## src/sv/skhct_pkg.sv

```systemverilog
// Package: types, constants and commands for the string key hash counter table.
`default_nettype none
package skhct_pkg;
   localparam int TableDepth = 64;
   localparam int SlotBits = 6;
   localparam int SizeBits = 7;
   localparam int KeyBytes = 19;
   localparam int KeyBits = 152;
   localparam int LenBits = 5;
   localparam int HashBits = 32;
   localparam int ProbeBits = 8;
   localparam logic [HashBits-1:0] HashSeed = 32'd5381;

   localparam logic [2:0] REQ_PUT = 3'd0;
   localparam logic [2:0] REQ_GET = 3'd1;
   localparam logic [2:0] REQ_INC = 3'd2;
   localparam logic [2:0] REQ_SUM = 3'd3;
   localparam logic [2:0] REQ_MAX = 3'd4;

   localparam logic [1:0] ST_OK = 2'd0;
   localparam logic [1:0] ST_MISS = 2'd1;
   localparam logic [1:0] ST_FULL = 2'd2;

   typedef enum logic [3:0] {
      S_IDLE, S_HASH, S_MOD, S_PROBE_RD, S_PROBE_CK, S_SCAN_RD, S_SCAN_CK,
      S_MAX_RD, S_FINISH, S_OUT
   } state_type;

   typedef struct packed {
      logic load;
      logic hash_step;
      logic mod_step;
      logic probe_init;
      logic probe_rd;
      logic probe_next;
      logic set_free_mode;
      logic scan_init;
      logic scan_rd;
      logic scan_acc;
      logic max_rd;
      logic do_write;
      logic write_inc;
      logic finish;
      logic clear_init;
   } cmd_type;

   typedef struct packed {
      logic [2:0] req;
      logic hash_done;
      logic mod_done;
      logic hit;
      logic free_hit;
      logic free_mode;
      logic probes_done;
      logic scan_done;
   } stat_type;
endpackage
`default_nettype wire

```

## src/sv/skhct_ctrl.sv

```systemverilog
// Controller: sequences hashing, probing, scanning and the response handshake.
`default_nettype none
module skhct_ctrl (
   input  wire logic clock,
   input  wire logic reset,
   input  wire logic req_valid,
   output logic req_ready,
   output logic rsp_valid,
   input  wire logic rsp_ready,
   input  wire logic csr_we,
   output skhct_pkg::cmd_type cmd,
   input  wire skhct_pkg::stat_type stat
);
   skhct_pkg::state_type state_ff, state_in;

   always_ff @(posedge clock) begin
      if (reset) state_ff <= skhct_pkg::S_IDLE;
      else state_ff <= state_in;
   end

   always_comb begin
      state_in = state_ff;
      case (state_ff)
         skhct_pkg::S_IDLE:
            if (csr_we) state_in = skhct_pkg::S_IDLE;
            else if (req_valid) state_in = skhct_pkg::S_HASH;
         skhct_pkg::S_HASH:
            if (stat.hash_done) state_in = skhct_pkg::S_MOD;
         skhct_pkg::S_MOD:
            if (stat.mod_done) begin
               if (stat.req == skhct_pkg::REQ_SUM || stat.req == skhct_pkg::REQ_MAX)
                  state_in = skhct_pkg::S_SCAN_RD;
               else if (stat.req == skhct_pkg::REQ_PUT || stat.req == skhct_pkg::REQ_GET
                        || stat.req == skhct_pkg::REQ_INC)
                  state_in = skhct_pkg::S_PROBE_RD;
               else state_in = skhct_pkg::S_FINISH;
            end
         skhct_pkg::S_PROBE_RD: state_in = skhct_pkg::S_PROBE_CK;
         skhct_pkg::S_PROBE_CK:
            if (stat.hit || stat.free_hit) state_in = skhct_pkg::S_FINISH;
            else if (stat.probes_done) begin
               if (stat.req == skhct_pkg::REQ_INC && !stat.free_mode)
                  state_in = skhct_pkg::S_PROBE_RD;
               else state_in = skhct_pkg::S_FINISH;
            end else state_in = skhct_pkg::S_PROBE_RD;
         skhct_pkg::S_SCAN_RD: state_in = skhct_pkg::S_SCAN_CK;
         skhct_pkg::S_SCAN_CK:
            if (stat.scan_done) state_in = skhct_pkg::S_MAX_RD;
            else state_in = skhct_pkg::S_SCAN_RD;
         skhct_pkg::S_MAX_RD: state_in = skhct_pkg::S_FINISH;
         skhct_pkg::S_FINISH: state_in = skhct_pkg::S_OUT;
         skhct_pkg::S_OUT:
            if (rsp_ready) state_in = skhct_pkg::S_IDLE;
         default: state_in = skhct_pkg::S_IDLE;
      endcase
   end

   always_comb begin
      cmd = '0;
      req_ready = 1'b0;
      rsp_valid = 1'b0;
      case (state_ff)
         skhct_pkg::S_IDLE: begin
            req_ready = !csr_we;
            cmd.load = req_valid && !csr_we;
            cmd.clear_init = csr_we;
         end
         skhct_pkg::S_HASH: cmd.hash_step = !stat.hash_done;
         skhct_pkg::S_MOD: begin
            cmd.mod_step = !stat.mod_done;
            cmd.probe_init = stat.mod_done;
            cmd.scan_init = stat.mod_done;
         end
         skhct_pkg::S_PROBE_RD: cmd.probe_rd = 1'b1;
         skhct_pkg::S_PROBE_CK: begin
            cmd.do_write = (stat.hit || stat.free_hit) &&
                           (stat.req == skhct_pkg::REQ_PUT || stat.req == skhct_pkg::REQ_INC);
            cmd.write_inc = stat.req == skhct_pkg::REQ_INC;
            cmd.probe_next = !(stat.hit || stat.free_hit) && !stat.probes_done;
            cmd.set_free_mode = !(stat.hit || stat.free_hit) && stat.probes_done;
            cmd.probe_init = cmd.set_free_mode;
         end
         skhct_pkg::S_SCAN_RD: cmd.scan_rd = 1'b1;
         skhct_pkg::S_SCAN_CK: cmd.scan_acc = 1'b1;
         skhct_pkg::S_MAX_RD: cmd.max_rd = 1'b1;
         skhct_pkg::S_FINISH: cmd.finish = 1'b1;
         skhct_pkg::S_OUT: rsp_valid = 1'b1;
         default: cmd = '0;
      endcase
   end

`ifndef ASSERT_OFF
   a_rsp_hold: assert property (@(posedge clock) disable iff (reset)
      rsp_valid && !rsp_ready |=> rsp_valid) else $error("response dropped");
   a_no_overlap: assert property (@(posedge clock) disable iff (reset)
      !(req_ready && rsp_valid)) else $error("accept during response");
   a_write_probe: assert property (@(posedge clock) disable iff (reset)
      cmd.do_write |-> state_ff == skhct_pkg::S_PROBE_CK) else $error("stray write");
`endif
endmodule
`default_nettype wire

```

## config.mk

```make
export PLATFORM = sky130hd
export DESIGN_NAME = skhct_ctrl
export DESIGN_NICKNAME = d
export VERILOG_FILES = /design/src/sv/skhct_pkg.sv /design/src/sv/skhct_ctrl.sv
export SDC_FILE = /design/constraint.sdc
export NUM_CORES = 1
export LEC_CHECK = 0
export BUFFER_PORTS_ARGS = -buffer_cell sky130_fd_sc_hd__buf_4
export CAP_MARGIN = 20
export CORE_AREA = 2 2 39 41
export CTS_CLUSTER_SIZE = 28
export DETAILED_ROUTE_END_ITERATION = 16
export DIE_AREA = 0 0 41 43
export PLACE_DENSITY = 0.75
export SLEW_MARGIN = 20
export SYNTH_ARGS = -nofsm -noshare
export SYNTH_HDL_FRONTEND = slang
export SYNTH_SLANG_ARGS = --single-unit
```

## constraint.sdc

```tcl
create_clock -name clock -period 2.1 [get_ports clock]
set_input_delay 0.21 -clock clock [delete_from_list [all_inputs] [get_ports clock]]
set_output_delay 0.21 -clock clock [all_outputs]
set_load 0.01 [all_outputs]
```

* Yosys cells after proc, flatten, opt, wreduce, memory -nomap -nowiden
Cells that the tools add are included. W data, S select, Z words.
Storage, ports and cells: bits of input ports 15, logic and storage cells 64, register bits after elaboration 4, memories 0, output and inout port bits 17, memory bits (read-only) 0, bits in latches 0, RAM bits 0
Cells by class: bitwise logic cells 0, multipliers 0, reductions and logical operators 19, shift operators 0, $add $sub $neg 0, mux-type cells 27, equality and inequality tests 17, order comparisons 0, div/mod/pow operators 0
Operators with widths (number):
- $mux W4 | 10
- $pmux W4 S10 | 1
- $eq A4 B3 Y1 const B | 4
- $mux W1 | 12
- $eq A4 B2 Y1 const B | 2
- $eq A4 B4 Y1 const B | 2
- $eq A3 B2 Y1 const B | 2
- $logic_not A1 Y1 | 6
- $mux W2 | 3
- $ne A2 B2 Y1 const B | 3
- $logic_and A1 B1 Y1 | 5
- $logic_or A1 B1 Y1 | 5
- $eq A4 B1 Y1 const B | 1
- $logic_not A4 Y1 | 1
- $reduce_and A4 Y1 | 1
- $eq A3 B1 Y1 const B | 1
- $eq A3 B3 Y1 const B | 1
- $logic_not A3 Y1 | 1
- $ne A3 B3 Y1 const B | 1
- $pmux W1 S2 | 1

* Longest topological paths before layout
depth in word-level cells 7, gate-level depth with buffers 5, gate-level depth less buffers 4

* Worst setup path after synthesis
Ideal clock, no wire load.
kind register to output, start point register state_ff[2], end point output port cmd[11] (netlist bit), arrival time 1165 ps, stages on the path, launching flop included 5, setup slack 725 ps, data required time 1890 ps, cell sequence dfxtp_1 -> buf_6 -> nor4b_2 -> and3_1 -> or2_2
RTL lines:
- start, declared | RTL line skhct_ctrl.sv:14 | skhct_pkg::state_type state_ff, state_in;
- start signal, assigned | RTL line skhct_ctrl.sv:17 | if (reset) state_ff <= skhct_pkg::S_IDLE;
- start signal, assigned | RTL line skhct_ctrl.sv:18 | else state_ff <= state_in;
- end, declared | RTL line skhct_ctrl.sv:11 | output skhct_pkg::cmd_type cmd,

==> results.txt <==
The flow ran to the end, and the final reports show no timing, DRC or antenna violations. For this run, asynchronously set or reset flops after synthesis account for 0%. In this run the worst path has a maximum fanout of 11. The net count of the mapped netlist is 89. The worst hold path terminates at state_ff[1]$_SDFFE_PP0P_.

The setup slack at placement came out at 0.507 ns. Summed over all nets, the switching power comes to 0.149 mW. The worst reg2reg path depth came out at 4. The clock transition at the registers of the reported paths came out at 0.04 ns. For the finished layout, the period the worst path requires is 1.86 ns. The finished layout cell area is 795 sq um. The number of resized instances in the post-cts repair step came out at 0. The initial core utilization came out at 41.0%. The fraction of layout instances using a drive strength above 1 is 45.2%. After synthesis, the largest family of logic cells by area is simple AND/OR/NAND/NOR gates.

The post-layout net count came out at 121. The power density over cell area came out at 503 nW/um^2. The routed wire length is 1460 microns.

The setup slack of the most critical reg-to-reg path is 0.56 ns. The final weighted congestion of routability-driven global placement is 0.791. The analysis attributes to cell leakage a power of 0.368 nW. The mean area per synthesized cell is 7.68 sq um. The endpoint of the worst-slack reg-to-reg timing path is state_ff[0]$_SDFFE_PP0P_. The first-pass GRT wire length came out at 2300 microns. The fraction of the mapped netlist area in adder cells came out at 0%. The area taken by flip-flops and latches came out at 80.1 sq um. The number of cells produced by synthesis came out at 74. The nature of the critical path endpoint is an output port.

The clock buffer count from CTS is 3. The overall overflow remaining after global route came out at 0. The number of antenna diodes in the final layout is 0. state_ff holds more flip-flops than any other register. The deepest clock path buffer count came out at 2. Setup repair after global routing left no endpoint under its margin. The routed layout has 653 vias. The number of optimization iterations in the first detailed-route pass came out at 4. The worst hold path begins at reset. The later pin in the worst-skew pair is clocked with a latency of 0.23 ns. The worst clock skew on the final layout came out at 0.000240 ns. The post-synthesis compound-gate area fraction is 27.3%. The clock share of power came out at 23.6%.

The placement-stage cell area came out at 772 sq um. The die is 41 microns wide. Entering global routing, the biggest net connects 14 pins. The post-detailed-route DRC marker count came out at 0. The placed instance count came out at 117. Post-CTS timing repair inserted 0 buffers for setup. After synthesis, flip-flops and latches occupy 14.1% of the total area. TritonCTS built the clock tree.

The number of warnings printed during yosys synthesis is 0. Timing would allow up to 0.539 GHz. The number of max-slew violations in the final report is 0. The number of flip-flops under the largest register name came out at 4. Port buffering added 31 buffers. The required time of the worst setup path is 1.89 ns. The number of violations of the max-capacitance limit came out at 0. Adding up every negative setup slack in the final design gives 0 ns.

The count of distinct cell types in the synthesized netlist is 34. The area added between synthesis and finish came out at 39.9%. The transition time at the pin with the least slew margin came out at 0.458 ns. In the final layout, the multi-input gates occupy 418 sq um.

After legalization and detailed placement, the total HPWL measured 1180 microns. The worst setup path is of the flop to output port kind. Cell internal power was estimated by the tool at 0.251 mW. The number of failing setup endpoints in the final timing report came out at 0. Dividing the detail-routed wire length by the instance count gives 12.2 microns. The worst-case IR drop observed on VDD is 0.364 mV. The switching part of the total is 37.2%. The worst max-slew margin expressed relative to the limit came out at 69.4%. The H-tree depth reported by CTS came out at 1. The largest registers in the layout are state_ff (4). The number of enable-type register cells in the synthesized netlist came out at 0. The cell depth of the worst min-delay path came out at 4.

The flip-flop and latch count after synthesis is 4. Leaving out filler cells and counting taps, the final layout contains 120. For this run, the leading register cell type out of synthesis is sky130_fd_sc_hd__dfxtp_1. The initial detailed-routing violation count is 13. The xor and xnor fraction of the mapped netlist area is 0%. The combinational share of power came out at 47.6%.

The I/O pin count is 32. The clock sink count is 4. The arrival time at the worst endpoint is 1.65 ns.

The final worst slack is 0.245 ns. The vias per cell is 5.44. The kind of launch point of the worst setup path is a flop. The fill cell instance count of the final layout came out at 122.

The initial antenna violation count came to 0. The overall fraction of global-route tracks in use is 18.7%. The remaining antenna violation count came out at 0. The area of the placeable core is 1380 sq um. The area fraction in and, or, nand and nor cells after synthesis is 46.3%. The combined area of all synthesized cells came out at 568 sq um. The library cell used as clock root buffer is sky130_fd_sc_hd__clkbuf_4. After floorplanning, the core was divided into 14 placement rows.

The hold violation total from the final report is 0. The multiplexer fraction of the synthesized cell area came out at 0%. The final critical path takes up 88.4% of the cycle.

Measured along the y axis, the die boundary spans 43 microns. The sequential cell fraction of total power came out at 28.8%. The path class of the tightest hold or removal check is input port to flop. The cts-stage hold buffer count came out at 0. The area of the die came out at 1760 sq um.

In this run the critical register-to-register path is launched from state_ff[0]$_SDFFE_PP0P_. The number of global-route vias before repair is 581.
[area by class of cell]
type                       instances  area share, %
clock buffer                       3           2.83
inverter                           3           1.73
multi-input combinational         62           52.6
sequential                         4           10.1
tap                               16           2.52
timing repair buffer              32           30.2
[placed cells by master, fill, tap and decap left out, drive strengths merged]
cell type / synthesis / routed
buf: 5 / 32
nor2: 13 / 13
and3: 6 / 6
nand2: 5 / 5
nor4: 4 / 4
dfxtp: 4 / 4
nor3: 3 / 3
a21oi: 3 / 3
clkbuf: 0 / 3
or2b: 3 / 3
inv: 3 / 3
o21ai: 3 / 3
o211ai: 3 / 3
o22ai: 2 / 2
nand2b: 2 / 2
nor4b: 2 / 2
and2b: 1 / 1
or2: 1 / 1
and2: 1 / 1
o32ai: 1 / 1
a31oi: 1 / 1
nor2b: 1 / 1
a221o: 1 / 1
a2111oi: 1 / 1
or3: 1 / 1
o311ai: 1 / 1
a21o: 1 / 1
o21a: 1 / 1
a2111o: 1 / 1
[Yosys cell counts, types with 2 or more instances]
cell	count	area (sq um)
sky130_fd_sc_hd__dfxtp_1	4	80.1
sky130_fd_sc_hd__a21oi_1	3	15.0
sky130_fd_sc_hd__o211ai_1	2	15.0
sky130_fd_sc_hd__nor2_1	13	48.8
sky130_fd_sc_hd__nor4_1	4	25.0
sky130_fd_sc_hd__buf_6	5	56.3
sky130_fd_sc_hd__inv_1	2	7.51
sky130_fd_sc_hd__nand2_1	5	18.8
sky130_fd_sc_hd__or2b_2	2	17.5
sky130_fd_sc_hd__o22ai_1	2	12.5
sky130_fd_sc_hd__o21ai_0	2	10.0
sky130_fd_sc_hd__nor3_1	3	15.0
sky130_fd_sc_hd__and3_1	6	37.5
[stage by stage]
stage	power [mW]	util [%]	hold slack, ns
6_report	0.400	57.4	0.252
5_1_grt	0.434	57.4	0.255
3_3_place_gp	0.303	55.8	0.497
4_1_cts	0.405	57.4	0.249
2_1_floorplan	0.246	-	0.367
3_5_place_dp	0.306	55.8	0.497
[worst max-delay path by stage]
stage                                   from  endpoint  slack [ns]
floorplan           state_ff[2]$_SDFFE_PP0P_   cmd[11]        0.72
global placement    state_ff[0]$_SDFFE_PP0P_   cmd[11]        0.53
detailed placement  state_ff[0]$_SDFFE_PP0P_   cmd[11]        0.51
CTS                 state_ff[0]$_SDFFE_PP0P_   cmd[11]        0.25
global route        state_ff[0]$_SDFFE_PP0P_   cmd[11]        0.13
finish              state_ff[0]$_SDFFE_PP0P_   cmd[11]        0.24
[critical path, stage by stage (launching register included)]
cell and delay [ns]:
sky130_fd_sc_hd__dfxtp_1 0.56, sky130_fd_sc_hd__and2b_1 0.26, sky130_fd_sc_hd__nand2_1 0.11, sky130_fd_sc_hd__nor2_1 0.07, sky130_fd_sc_hd__or2_2 0.27, sky130_fd_sc_hd__buf_4 0.14
[cell families after synthesis]
family,Yosys count
AOI/OAI and AO/OA,19
and+or+nand+nor,43
buffers and inverters,8
DFF,4
[power groups by stage]
stage               Combinational, mW  Sequential [mW]  Clock [mW]
floorplan                       0.152           0.0940           0
global placement                0.189            0.114           0
detailed placement              0.190            0.116           0
CTS                             0.191            0.115      0.0988
global route                    0.208            0.119       0.107
finish                          0.190            0.115      0.0942
[metal layers]
metal | track usage, % | vias up | routed length (microns) | share of wire (%)
met5 | 0 | - | 0 | 0
met4 | 4.00 | 0 | 8 | 0.55
met3 | 6.28 | 2 | 70 | 4.8
met2 | 28.4 | 20 | 750 | 51
met1 | 24.8 | 294 | 629 | 43
li1 | - | 337 | - | -
Note: power is estimated with default switching activity, not from simulation.
